===== src/sv/imapas_pkg.sv =====
// ----------------------------------------------------------------------------
// imapas_pkg
// shared types, codes and byte classification for the astring parser
// ----------------------------------------------------------------------------
package imapas_pkg;

    // literal byte counter and its widened accumulate value
    localparam int COUNT_W = 32;
    localparam int WIDE_W  = COUNT_W + 4;
    localparam int CFG_W   = 32;

    // queue between front and back
    localparam int FIFO_DEPTH = 4;
    localparam int FIFO_AW    = $clog2(FIFO_DEPTH);

    // result kinds
    localparam logic [1:0] KIND_CONTENT = 2'd0;
    localparam logic [1:0] KIND_DONE    = 2'd1;
    localparam logic [1:0] KIND_ERROR   = 2'd2;

    // astring forms
    localparam logic [1:0] FORM_ATOM    = 2'd0;
    localparam logic [1:0] FORM_QUOTED  = 2'd1;
    localparam logic [1:0] FORM_LITERAL = 2'd2;

    // characters
    localparam logic [7:0] CH_NUL    = 8'h00;
    localparam logic [7:0] CH_TAB    = 8'h09;
    localparam logic [7:0] CH_LF     = 8'h0A;
    localparam logic [7:0] CH_VT     = 8'h0B;
    localparam logic [7:0] CH_FF     = 8'h0C;
    localparam logic [7:0] CH_CR     = 8'h0D;
    localparam logic [7:0] CH_SPACE  = 8'h20;
    localparam logic [7:0] CH_DQUOTE = 8'h22;
    localparam logic [7:0] CH_LPAREN = 8'h28;
    localparam logic [7:0] CH_RPAREN = 8'h29;
    localparam logic [7:0] CH_ZERO   = 8'h30;
    localparam logic [7:0] CH_NINE   = 8'h39;
    localparam logic [7:0] CH_BSLASH = 8'h5C;
    localparam logic [7:0] CH_LBRACE = 8'h7B;
    localparam logic [7:0] CH_RBRACE = 8'h7D;

    // one classified byte as it travels from front to back
    typedef struct packed {
        logic [7:0] data;
        logic       forbid_first;
        logic       atom_end;
        logic       quoted_bad;
        logic       is_ws;
        logic       is_quote;
        logic       is_lbrace;
        logic       is_rbrace;
        logic       is_bslash;
        logic       is_cr;
        logic       is_lf;
        logic       is_digit;
        logic [3:0] digit;
    } byte_class_t;

    function automatic byte_class_t classify(input logic [7:0] b);
        byte_class_t c;
        logic        ws;
        logic        paren;
        logic [7:0]  dv;
        ws    = (b == CH_SPACE) || (b == CH_TAB) || (b == CH_LF) ||
                (b == CH_VT) || (b == CH_FF) || (b == CH_CR);
        paren = (b == CH_LPAREN) || (b == CH_RPAREN);
        dv    = b - CH_ZERO;
        c.data         = b;
        c.forbid_first = (b == CH_NUL) || (b == CH_SPACE) || paren ||
                         (b == CH_CR) || (b == CH_LF);
        c.atom_end     = (b == CH_NUL) || ws || paren || (b == CH_DQUOTE);
        c.quoted_bad   = (b == CH_NUL) || (b == CH_CR) || (b == CH_LF);
        c.is_ws        = ws;
        c.is_quote     = (b == CH_DQUOTE);
        c.is_lbrace    = (b == CH_LBRACE);
        c.is_rbrace    = (b == CH_RBRACE);
        c.is_bslash    = (b == CH_BSLASH);
        c.is_cr        = (b == CH_CR);
        c.is_lf        = (b == CH_LF);
        c.is_digit     = (b >= CH_ZERO) && (b <= CH_NINE);
        c.digit        = dv[3:0];
        return c;
    endfunction

endpackage


===== src/sv/imapas_front.sv =====
// ----------------------------------------------------------------------------
// imapas_front
// input stage: takes a byte request and registers its classification
// ----------------------------------------------------------------------------
module imapas_front
    import imapas_pkg::*;
(
    input  logic        aclk,
    input  logic        aresetn,
    input  logic        s_tvalid,
    output logic        s_tready,
    input  logic [7:0]  s_tdata,
    output logic        out_valid,
    input  logic        out_ready,
    output byte_class_t out_item
);

    logic        valid_reg;
    logic        valid_next;
    byte_class_t item_reg;

    assign s_tready = !valid_reg || out_ready;

    always_comb begin
        valid_next = valid_reg;
        if (s_tvalid && s_tready) begin
            valid_next = 1'b1;
        end else if (out_ready) begin
            valid_next = 1'b0;
        end
    end

    always_ff @(posedge aclk) begin
        if (!aresetn) begin
            valid_reg <= 1'b0;
        end else begin
            valid_reg <= valid_next;
        end
    end

    always_ff @(posedge aclk) begin
        if (s_tvalid && s_tready) begin
            item_reg <= classify(s_tdata);
        end
    end

    assign out_valid = valid_reg;
    assign out_item  = item_reg;

endmodule


===== src/sv/imapas_fifo.sv =====
// ----------------------------------------------------------------------------
// imapas_fifo
// short queue of classified bytes between front and back
// ----------------------------------------------------------------------------
module imapas_fifo
    import imapas_pkg::*;
(
    input  logic        aclk,
    input  logic        aresetn,
    input  logic        push_valid,
    output logic        push_ready,
    input  byte_class_t push_item,
    output logic        pop_valid,
    input  logic        pop_ready,
    output byte_class_t pop_item
);

    byte_class_t        mem [FIFO_DEPTH];
    logic [FIFO_AW-1:0] wr_ptr_reg;
    logic [FIFO_AW-1:0] wr_ptr_next;
    logic [FIFO_AW-1:0] rd_ptr_reg;
    logic [FIFO_AW-1:0] rd_ptr_next;
    logic [FIFO_AW:0]   level_reg;
    logic [FIFO_AW:0]   level_next;
    logic               do_push;
    logic               do_pop;

    assign push_ready = (level_reg != (FIFO_AW+1)'(FIFO_DEPTH));
    assign pop_valid  = (level_reg != '0);
    assign do_push    = push_valid && push_ready;
    assign do_pop     = pop_valid && pop_ready;
    assign pop_item   = mem[rd_ptr_reg];

    always_comb begin
        wr_ptr_next = do_push ? wr_ptr_reg + 1'b1 : wr_ptr_reg;
        rd_ptr_next = do_pop ? rd_ptr_reg + 1'b1 : rd_ptr_reg;
        level_next  = level_reg;
        if (do_push && !do_pop) begin
            level_next = level_reg + 1'b1;
        end else if (do_pop && !do_push) begin
            level_next = level_reg - 1'b1;
        end
    end

    always_ff @(posedge aclk) begin
        if (!aresetn) begin
            wr_ptr_reg <= '0;
            rd_ptr_reg <= '0;
            level_reg  <= '0;
        end else begin
            wr_ptr_reg <= wr_ptr_next;
            rd_ptr_reg <= rd_ptr_next;
            level_reg  <= level_next;
        end
    end

    always_ff @(posedge aclk) begin
        if (do_push) begin
            mem[wr_ptr_reg] <= push_item;
        end
    end

endmodule


===== src/sv/imapas_back.sv =====
// ----------------------------------------------------------------------------
// imapas_back
// parse state machine and output register
// ----------------------------------------------------------------------------
module imapas_back
    import imapas_pkg::*;
(
    input  logic             aclk,
    input  logic             aresetn,
    input  logic             in_valid,
    output logic             in_ready,
    input  byte_class_t      in_item,
    input  logic [CFG_W-1:0] max_len,
    output logic             m_tvalid,
    input  logic             m_tready,
    output logic [1:0]       res_kind,
    output logic [7:0]       res_byte,
    output logic [1:0]       res_form
);

    localparam logic [3:0] PH_IDLE    = 4'd0;
    localparam logic [3:0] PH_ATOM    = 4'd1;
    localparam logic [3:0] PH_QUOTED  = 4'd2;
    localparam logic [3:0] PH_QESC    = 4'd3;
    localparam logic [3:0] PH_QAFTER  = 4'd4;
    localparam logic [3:0] PH_LDIGITS = 4'd5;
    localparam logic [3:0] PH_LCR     = 4'd6;
    localparam logic [3:0] PH_LLF     = 4'd7;
    localparam logic [3:0] PH_LDATA   = 4'd8;
    localparam logic [3:0] PH_LAFTER  = 4'd9;

    logic [3:0]         phase_reg;
    logic [3:0]         phase_next;
    logic [1:0]         form_reg;
    logic [1:0]         form_next;
    logic [COUNT_W-1:0] count_reg;
    logic [COUNT_W-1:0] count_next;
    logic               saw_digit_reg;
    logic               saw_digit_next;
    logic               out_valid_reg;
    logic               out_valid_next;
    logic [1:0]         kind_reg;
    logic [7:0]         byte_reg;
    logic [1:0]         oform_reg;

    logic               fire;
    logic               emit;
    logic [1:0]         emit_kind;
    logic [1:0]         emit_form;
    logic [WIDE_W-1:0]  count_wide;
    logic [WIDE_W-1:0]  accum;
    logic               too_long;
    logic [COUNT_W-1:0] count_dec;

    assign in_ready = !out_valid_reg || m_tready;
    assign fire     = in_valid && in_ready;

    // count * 10 + digit as shift-add, overflow seen in the top bits
    assign count_wide = {{(WIDE_W-COUNT_W){1'b0}}, count_reg};
    assign accum      = (count_wide << 3) + (count_wide << 1) + WIDE_W'(in_item.digit);
    assign too_long   = (accum[WIDE_W-1:COUNT_W] != '0) || (accum > WIDE_W'(max_len));
    assign count_dec  = count_reg - 1'b1;

    always_comb begin
        phase_next     = phase_reg;
        form_next      = form_reg;
        count_next     = count_reg;
        saw_digit_next = saw_digit_reg;
        emit           = 1'b0;
        emit_kind      = KIND_CONTENT;
        emit_form      = form_reg;
        case (phase_reg)
            PH_IDLE: begin
                emit_form = FORM_ATOM;
                if (in_item.forbid_first) begin
                    emit      = 1'b1;
                    emit_kind = KIND_ERROR;
                end else if (in_item.is_quote) begin
                    phase_next = PH_QUOTED;
                    form_next  = FORM_QUOTED;
                end else if (in_item.is_lbrace) begin
                    phase_next     = PH_LDIGITS;
                    form_next      = FORM_LITERAL;
                    count_next     = '0;
                    saw_digit_next = 1'b0;
                end else if (in_item.is_ws) begin
                    emit      = 1'b1;
                    emit_kind = KIND_DONE;
                end else begin
                    phase_next = PH_ATOM;
                    emit       = 1'b1;
                end
            end
            PH_ATOM: begin
                emit = 1'b1;
                if (in_item.atom_end) begin
                    emit_kind = KIND_DONE;
                end
            end
            PH_QUOTED: begin
                if (in_item.is_bslash) begin
                    phase_next = PH_QESC;
                end else if (in_item.is_quote) begin
                    phase_next = PH_QAFTER;
                end else if (in_item.quoted_bad) begin
                    emit      = 1'b1;
                    emit_kind = KIND_ERROR;
                end else begin
                    emit = 1'b1;
                end
            end
            PH_QESC: begin
                phase_next = PH_QUOTED;
                emit       = 1'b1;
            end
            PH_QAFTER, PH_LAFTER: begin
                emit      = 1'b1;
                emit_kind = KIND_DONE;
            end
            PH_LDIGITS: begin
                if (in_item.is_digit) begin
                    if (too_long) begin
                        emit      = 1'b1;
                        emit_kind = KIND_ERROR;
                    end else begin
                        count_next     = accum[COUNT_W-1:0];
                        saw_digit_next = 1'b1;
                    end
                end else if (saw_digit_reg && in_item.is_rbrace) begin
                    phase_next = PH_LCR;
                end else begin
                    emit      = 1'b1;
                    emit_kind = KIND_ERROR;
                end
            end
            PH_LCR: begin
                if (in_item.is_cr) begin
                    phase_next = PH_LLF;
                end else begin
                    emit      = 1'b1;
                    emit_kind = KIND_ERROR;
                end
            end
            PH_LLF: begin
                if (in_item.is_lf) begin
                    phase_next = (count_reg == '0) ? PH_LAFTER : PH_LDATA;
                end else begin
                    emit      = 1'b1;
                    emit_kind = KIND_ERROR;
                end
            end
            PH_LDATA: begin
                emit       = 1'b1;
                count_next = count_dec;
                if (count_dec == '0) begin
                    phase_next = PH_LAFTER;
                end
            end
            default: begin
                emit      = 1'b1;
                emit_kind = KIND_ERROR;
            end
        endcase
        // completion and error both drop back to idle
        if (emit && (emit_kind != KIND_CONTENT)) begin
            phase_next     = PH_IDLE;
            form_next      = FORM_ATOM;
            count_next     = '0;
            saw_digit_next = 1'b0;
        end
    end

    always_comb begin
        out_valid_next = out_valid_reg;
        if (fire && emit) begin
            out_valid_next = 1'b1;
        end else if (m_tready) begin
            out_valid_next = 1'b0;
        end
    end

    always_ff @(posedge aclk) begin
        if (!aresetn) begin
            phase_reg     <= PH_IDLE;
            form_reg      <= FORM_ATOM;
            count_reg     <= '0;
            saw_digit_reg <= 1'b0;
            out_valid_reg <= 1'b0;
        end else begin
            out_valid_reg <= out_valid_next;
            if (fire) begin
                phase_reg     <= phase_next;
                form_reg      <= form_next;
                count_reg     <= count_next;
                saw_digit_reg <= saw_digit_next;
            end
        end
    end

    always_ff @(posedge aclk) begin
        if (fire && emit) begin
            kind_reg  <= emit_kind;
            byte_reg  <= in_item.data;
            oform_reg <= emit_form;
        end
    end

    assign m_tvalid = out_valid_reg;
    assign res_kind = kind_reg;
    assign res_byte = byte_reg;
    assign res_form = oform_reg;

endmodule


===== src/sv/imap_astring_parser.sv =====
// ----------------------------------------------------------------------------
// imap_astring_parser
// byte-stream parser for one imap astring at a time
// ----------------------------------------------------------------------------
// Bytes come in on the s_ stream, one per request, and the parser turns
// each astring (atom, quoted string or {n} literal) into content-byte
// results followed by one completion result that carries the byte after
// the astring; a malformed byte gives an error result instead, and either
// way the parser is idle again for the next astring. Throughput is one
// byte per clock, sustained while m_tready stays high, set by the parse
// state update in the back end (including the decimal count accumulate
// of a literal header); a byte passes from s_ to m_ through the input
// register, the queue and the output register. Bytes that produce no
// result (opening quote, brace, header digits, CR, LF, escape backslash)
// are consumed without a gap.
// cfg_wr_data written with cfg_wr_en sets the largest literal count taken;
// write it only while the parser has no bytes in flight.
// ----------------------------------------------------------------------------
module imap_astring_parser
    import imapas_pkg::*;
(
    input  logic             aclk,
    input  logic             aresetn,
    // configuration: max literal length
    input  logic             cfg_wr_en,
    input  logic [CFG_W-1:0] cfg_wr_data,
    // input bytes
    input  logic             s_tvalid,
    output logic             s_tready,
    input  logic [7:0]       s_tdata,   // [7:0] in_byte
    // results
    output logic             m_tvalid,
    input  logic             m_tready,
    output logic [7:0]       m_tdata,   // [7:0] out_byte
    output logic [3:0]       m_tuser    // [1:0] out_kind, [3:2] form
);

    // max literal length, all ones after reset
    logic [CFG_W-1:0] max_len_reg;

    always_ff @(posedge aclk) begin
        if (!aresetn) begin
            max_len_reg <= '1;
        end else if (cfg_wr_en) begin
            max_len_reg <= cfg_wr_data;
        end
    end

    // front stage to queue
    logic        front_valid;
    logic        front_ready;
    byte_class_t front_item;

    // queue to back end
    logic        q_valid;
    logic        q_ready;
    byte_class_t q_item;

    logic [1:0]  res_kind;
    logic [7:0]  res_byte;
    logic [1:0]  res_form;

    // classify each byte request and register it
    imapas_front u_front (
        .aclk      (aclk),
        .aresetn   (aresetn),
        .s_tvalid  (s_tvalid),
        .s_tready  (s_tready),
        .s_tdata   (s_tdata),
        .out_valid (front_valid),
        .out_ready (front_ready),
        .out_item  (front_item)
    );

    // decouples input stalls from output stalls
    imapas_fifo u_fifo (
        .aclk       (aclk),
        .aresetn    (aresetn),
        .push_valid (front_valid),
        .push_ready (front_ready),
        .push_item  (front_item),
        .pop_valid  (q_valid),
        .pop_ready  (q_ready),
        .pop_item   (q_item)
    );

    // parse state machine, drives the result register
    imapas_back u_back (
        .aclk     (aclk),
        .aresetn  (aresetn),
        .in_valid (q_valid),
        .in_ready (q_ready),
        .in_item  (q_item),
        .max_len  (max_len_reg),
        .m_tvalid (m_tvalid),
        .m_tready (m_tready),
        .res_kind (res_kind),
        .res_byte (res_byte),
        .res_form (res_form)
    );

    assign m_tdata = res_byte;
    assign m_tuser = {res_form, res_kind};

    // result kind is never the unused code
    a_kind_legal: assert property (@(posedge aclk) disable iff (!aresetn)
        m_tvalid |-> (m_tuser[1:0] == KIND_CONTENT || m_tuser[1:0] == KIND_DONE ||
                      m_tuser[1:0] == KIND_ERROR))
        else $error("illegal result kind");

    // an error inside a quoted string comes only from nul, cr or lf
    a_quoted_err: assert property (@(posedge aclk) disable iff (!aresetn)
        (m_tvalid && m_tuser[1:0] == KIND_ERROR && m_tuser[3:2] == FORM_QUOTED) |->
        (m_tdata == CH_NUL || m_tdata == CH_CR || m_tdata == CH_LF))
        else $error("quoted error on a legal byte");

    // an atom completion carries an atom delimiter
    a_atom_done: assert property (@(posedge aclk) disable iff (!aresetn)
        (m_tvalid && m_tuser[1:0] == KIND_DONE && m_tuser[3:2] == FORM_ATOM) |->
        (m_tdata == CH_NUL || m_tdata == CH_SPACE || m_tdata == CH_TAB ||
         m_tdata == CH_LF || m_tdata == CH_VT || m_tdata == CH_FF ||
         m_tdata == CH_CR || m_tdata == CH_LPAREN || m_tdata == CH_RPAREN ||
         m_tdata == CH_DQUOTE))
        else $error("atom completed on a non-delimiter");

    // no result directly out of reset
    a_reset_idle: assert property (@(posedge aclk)
        !aresetn |=> !m_tvalid)
        else $error("result valid after reset");

endmodule


===== config.mk =====
export PLATFORM = sky130hd
export DESIGN_NAME = imap_astring_parser
export DESIGN_NICKNAME = d
export VERILOG_FILES = /design/src/sv/imapas_pkg.sv /design/src/sv/imapas_front.sv /design/src/sv/imapas_fifo.sv /design/src/sv/imapas_back.sv /design/src/sv/imap_astring_parser.sv
export SDC_FILE = /design/constraint.sdc
export NUM_CORES = 1
export LEC_CHECK = 0
export BUFFER_PORTS_ARGS = -buffer_cell sky130_fd_sc_hd__buf_2
export CAP_MARGIN = 20
export CORE_ASPECT_RATIO = 0.6
export CORE_UTILIZATION = 40
export CTS_BUF_LIST = sky130_fd_sc_hd__clkbuf_4 sky130_fd_sc_hd__clkbuf_8
export CTS_CLUSTER_DIAMETER = 30
export DETAILED_ROUTE_END_ITERATION = 16
export PLACE_DENSITY = 0.64
export SKIP_LAST_GASP = 1
export SLEW_MARGIN = 10
export SYNTH_ARGS = -nofsm -noshare
export SYNTH_HDL_FRONTEND = slang
export SYNTH_SLANG_ARGS = --single-unit

===== constraint.sdc =====
create_clock -name aclk -period 18.3 [get_ports aclk]
set_input_delay 5.49 -clock aclk [delete_from_list [all_inputs] [get_ports aclk]]
set_output_delay 5.49 -clock aclk [all_outputs]
set_load 0.01 [all_outputs]

[Word level (Yosys, flattened, before mapping)]
Memory sizes are Yosys's and may differ from the RTL's. A register that Yosys moved wholly into a read port is not among the register bits.
Cells that the tools add are included.
Word-level totals
  bits in registers: 115
  bits in writable memories: 92
  input bits: 45
  output and inout port bits: 14
  logic and storage cells: 193
  memories: 1
Memories
  u_fifo.mem: depth 4, bits a word 23, read ports 1, clocked after Yosys merged registers in 1, write ports 1, line imapas_fifo.sv:18  | byte_class_t mem [FIFO_DEPTH];
Operators by class
  add/sub/neg operators: 8
  $lt $le $gt $ge: 3
  eq/ne operators: 35
  muxes and demuxes: 68
  reduce and logical (&&, ||, !) cells: 52
Operator list (number)
  two-way mux 32 bit: 6
  one-hot mux 32 bit (3 select lines): 1
  zero test 32 bit: 2
  two-way mux 4 bit: 12
  equality test 8 x 4 -> 1 bit (second input constant): 5
  adder 35 x 33 -> 36 bit: 1
  adder 36 x 4 -> 36 bit: 1
  greater-than comparator 36 x 32 -> 1 bit: 1
  two-way mux 2 bit: 18
  equality test 8 x 6 -> 1 bit (second input constant): 4
  subtractor 32 x 1 -> 32 bit (second input constant): 1
  one-hot mux 4 bit (7 select lines): 1
  two-way mux 1 bit: 25
  equality test 8 x 7 -> 1 bit (second input constant): 3
  != test 3 x 2 -> 1 bit (second input constant): 7
  logical OR 1 bit: 18
  equality test 4 x 3 -> 1 bit (second input constant): 4
  one-hot mux 2 bit (8 select lines): 1
  AND reduction 7 bit: 2
  AND reduction 10 bit: 1
  nonzero test 2 bit: 5
  logical AND 1 bit: 9
  nonzero test 3 bit: 3
  equality test 4 x 2 -> 1 bit (second input constant): 2
  23 further kinds: 33

[Longest topological paths before layout]
  word-level depth: 11
  mapped depth: 26
  depth with buffers taken out: 22

[Hierarchy]
Synthesis repeated with hierarchy kept, for this count alone.
Unflattened totals
  cells, all modules: 1174
  area total of the unflattened synthesis: 12204.2 um^2
Modules (own cells, without submodules)
  imapas_back: times used 1, cells each 827, area an instance 6274.8 um^2, seq. area each 1161.1 um^2
  imapas_fifo: times used 1, cells each 168, area an instance 3848.7 um^2, seq. area each 2942.8 um^2
  imap_astring_parser: times used 1, cells each 103, area an instance 1148.6 um^2, seq. area each 640.6 um^2
  imapas_front: times used 1, cells each 76, area an instance 932.1 um^2, seq. area each 590.6 um^2

[Least setup slack after synthesis]
No wires, ideal clock.
  path type: input port to flip-flop
  start point: input m_tready
  end point: register u_back.byte_reg[0], in the netlist u_back.res_byte[0] (enable)
  setup time: 0.390 ns
  arrival time: 6.829 ns
  data required time: 17.910 ns
  slack: 11.080 ns
  stages on the path: 4
  path buffers: 0
  cell sequence: nor2b_1 -> nor2_1 -> clkinv_1 -> a31oi_1
On the way
  cells in the longest elaborated chain, start to end: 3
Ends and longest elaborated chain
  start: declaration: line imap_astring_parser.sv:33  | input logic m_tready,
  logical OR 1 bit: line imapas_back.sv:55  | assign in_ready = !out_valid_reg || m_tready;
  logical AND 1 bit: line imapas_back.sv:56  | assign fire = in_valid && in_ready;
  logical AND 1 bit: line imapas_back.sv:201  | if (fire && emit) begin
  end signal: assignment: line imapas_back.sv:203  | byte_reg <= in_item.data;
  end: declaration: line imapas_back.sv:43  | logic [7:0] byte_reg;
No other way between the ends.
A chain may end at the register's enable or synchronous reset.

==> impl_metrics.json <==
{
  "run_status": "finished clean",
  "critical_path.cell_chain": "buf_4, mux4_2, fa_1, ha_1, a21o_1, and3_1, o211ai_1, a211oi_1, o211ai_1, a21oi_1, o21ai_0, nor2b_1, xnor2_1, ha_1, a21oi_1, o21ai_0, o41ai_1, o221ai_1, nor4_2, o2111ai_1, a221oi_1",
  "cpLargestDelayFamily": "compound AO/OA/AOI/OAI gates",
  "peakVddDrop_mv": 0.07150,
  "maxSlewHeadroom_pct": 25.19,
  "placeable_core_region_um2": 28830,
  "whs_ps": 494.9,
  "hold_path.class": "reg -> reg",
  "utilization_pct": 44.10,
  "drv.max_cap_violation_count": 0,
  "critical_path.n_buffers_inverters": 1,
  "worst-r2r-setup-slack_ps": 10560,
  "die_w_um": 223.4,
  "power_density_nw_per_um2": 102.9,
  "timing_worst_setup_path_type": "reg -> reg",
  "finalHoldViolCount": 0,
  "tritoncts_clock_tree": "built",
  "setup_total_negative_slack_ps": 0,
  "dp_slack_ps": 10350,
  "starting_utilization_of_the_core_area_pct": 40.79,
  "post_cts.repair.setup_buffers": 0,
  "num-fill-cells": 2759,
  "path_clk_slew_ps": 100,
  "drt_first_pass_iters": 5,
  "grt_pass1_vias": 8765,
  "final_antenna_net_count": 0,
  "unrepaired_setup_endpoints_after_global_routing": "no",
  "largest_reg_flops": 76,
  "grt_start_max_net_pins": 64,
  "portBuffers": 58,
  "place_inst": 1606,
  "first_pass_grt_wire_length_um": 50610,
  "die_y_um": 134.8,
  "row_count": 48,
  "clock_latency_ps": 510,
  "root_buffer": "sky130_fd_sc_hd__clkbuf_8",
  "ys_seq_area_share_pct": 41.28,
  "synth.avg_cell_area_um2": 9.553,
  "finalCritPeriodShare_pct": 42.27,
  "synth_async_sr_flop_share_pct": 0,
  "nNetsFinal": 1402,
  "final_cells": 1639,
  "hold_path.startpoint": "max_len_reg[23]",
  "synth-seq-cells": 189,
  "via_density": 5.946,
  "cp_max_fo": 19,
  "cts_hold_buffers": 0,
  "yosys.cell_types.count": 80,
  "maxSlewViolCount": 0,
  "remaining_drc_errors": 0,
  "final_period_minus_worst_setup_slack_ps": 7736,
  "worst_slew_pin_slew_ps": 1119,
  "clock-sinks": 189,
  "insertedDiodeCount": 0,
  "drt_iter0_drc": 1192,
  "cts-buffers-inserted": 17,
  "dieArea_um2": 30110,
  "number_of_h_tree_levels": 4,
  "crit_required_ps": 18710,
  "critPathLaunchType": "flip-flop",
  "critPathArrivalTime_ps": 8140,
  "gp_congestion": 0.9781,
  "skew_ps": 22.61,
  "end_kind": "flip-flop",
  "antenna_violations_before_repair": 0,
  "ys.flop_type": "sky130_fd_sc_hd__edfxtp_1",
  "avgRoutedWirePerCell_um": 20.03,
  "fmaxAchievable_ghz": 0.1293,
  "hpwlAfterDp_um": 24440,
  "grt_total_ovfl": 0,
  "num_vias": 9745,
  "setup_viol": 0,
  "syn_inst": 1231,
  "area_growth_syn_to_layout_pct": 8.097,
  "postSynthNetCount": 1381,
  "synth-edff-count": 107,
  "grtUsageTotal_pct": 22.11,
  "post_synth_instance_area_um2": 11760,
  "setup_slack_ps": 10560,
  "cts_resized": 0,
  "drive_gt1_share_pct": 10.76,
  "detail_route.wirelength_um": 32830,
  "layout_cell_area_excl_fill_um2": 12710,
  "worst_path_max_delay_cell": "sky130_fd_sc_hd__nor4_2",
  "ioPinCount": 59,
  "critical-path-max-stage-delay_ps": 990,
  "clk_path_buf_depth": 2,
  "totalPowerFinal_mw": 1.308,
  "synth_warnings": 0,
  "power.static_leakage_nw": 5.138,
  "detailed_place.area_um2": 12330
}
where the power goes:
part | total (mW) | leakage [nW] | switching, mW | internal (mW)
clock | 0.261 | 0.176 | 0.163 | 0.0974
sequential | 0.542 | 1.67 | 0.0372 | 0.505
combinational | 0.505 | 3.29 | 0.322 | 0.183
total | 1.31 | 5.14 | 0.522 | 0.785
worst reg2reg max path: stages (launching register included):
cell and delay, ps:
sky130_fd_sc_hd__dfxtp_1 320, sky130_fd_sc_hd__buf_4 360, sky130_fd_sc_hd__mux4_2 630, sky130_fd_sc_hd__fa_1 540, sky130_fd_sc_hd__ha_1 300, sky130_fd_sc_hd__a21o_1 110
sky130_fd_sc_hd__and3_1 240, sky130_fd_sc_hd__o211ai_1 150, sky130_fd_sc_hd__a211oi_1 700, sky130_fd_sc_hd__o211ai_1 290, sky130_fd_sc_hd__a21oi_1 340, sky130_fd_sc_hd__o21ai_0 110
sky130_fd_sc_hd__nor2b_1 160, sky130_fd_sc_hd__xnor2_1 320, sky130_fd_sc_hd__ha_1 320, sky130_fd_sc_hd__a21oi_1 150, sky130_fd_sc_hd__o21ai_0 130, sky130_fd_sc_hd__o41ai_1 640
sky130_fd_sc_hd__o221ai_1 360, sky130_fd_sc_hd__nor4_2 1000, sky130_fd_sc_hd__o2111ai_1 210, sky130_fd_sc_hd__a221oi_1 280
area by class of cell:
class | count | area, um2 | area share, %
timing repair buffer | 70 | 395.4 | 3.110
clock inverter | 13 | 106.4 | 0.8366
sequential | 189 | 4855 | 38.19
tap | 375 | 469.2 | 3.691
clock buffer | 18 | 241.5 | 1.900
inverter | 57 | 214.0 | 1.683
multi-input combinational | 917 | 6431 | 50.59
cell usage in the layout (no fill, tap or decap), drive strengths merged, types with 5 or more instances in the layout:
cell type  Yosys  layout
a211oi         9       9
a21boi         6       6
a21o           9       9
a21oi         92      92
a221oi         6       6
a22oi         12      12
a31oi         13      13
a32oi          6       6
and2          21      21
and3          10      10
buf           12      70
clkbuf        56      18
clkinv         1       7
dfxtp         82      82
edfxtp       107     107
ha           102     102
inv           56      61
mux4          19      19
nand2        119     119
nand2b         9       9
nand3         22      22
nand4         31      31
nand4b         5       5
nor2          96      96
nor2b         11      11
nor3          43      43
nor3b          6       6
nor4          13      13
o211ai        43      43
o21ai         65      65
o2bb2ai        5       5
or3           24      24
xnor2         25      25
xor2          27      27
cells in the mapped netlist (19+ instances only):
cell type / instances / share of area [%]
sky130_fd_sc_hd__clkbuf_1: 55 / 1.8
sky130_fd_sc_hd__nand4_1: 31 / 1.6
sky130_fd_sc_hd__xnor2_1: 25 / 1.9
sky130_fd_sc_hd__o21ai_0: 51 / 2.2
sky130_fd_sc_hd__xor2_1: 27 / 2.0
sky130_fd_sc_hd__or3_1: 24 / 1.3
sky130_fd_sc_hd__edfxtp_1: 107 / 27
sky130_fd_sc_hd__nand3_1: 22 / 0.94
sky130_fd_sc_hd__mux4_2: 19 / 3.6
sky130_fd_sc_hd__and2_1: 21 / 1.1
sky130_fd_sc_hd__nor2_1: 95 / 3.0
sky130_fd_sc_hd__inv_1: 56 / 1.8
sky130_fd_sc_hd__nor3_1: 42 / 1.8
sky130_fd_sc_hd__a21oi_1: 92 / 3.9
sky130_fd_sc_hd__ha_1: 102 / 11
sky130_fd_sc_hd__dfxtp_1: 82 / 14
sky130_fd_sc_hd__o211ai_1: 43 / 2.7
sky130_fd_sc_hd__nand2_1: 119 / 3.8
worst paths after layout:
kind / depth (start not counted) / endpoint
worst max-delay path: 21 / u_back.count_reg[3]
worst min-delay path: 2 / max_len_reg[23]
worst max register to register: 21 / u_back.count_reg[3]
worst min register to register: 2 / max_len_reg[23]
cells by family after synthesis:
family / Yosys count / synth area share, %
buffers and inverters: 125 / 4.309
adders and majority gates: 105 / 11.36
muxes: 23 / 3.979
DFF: 189 / 41.28
and+or+nand+nor: 431 / 18.48
AOI/OAI and AO/OA: 306 / 16.71
xor gates and xnor gates: 52 / 3.873
metal layers:
layer,up-vias,global-route usage [%],wire length (um)
li1,4648,-,-
met4,0,4.490,361
met2,438,26.91,11650
met3,28,8.072,3854
met5,-,0,0
met1,4631,35.57,16960
Note: power is estimated with default switching activity, not from simulation.
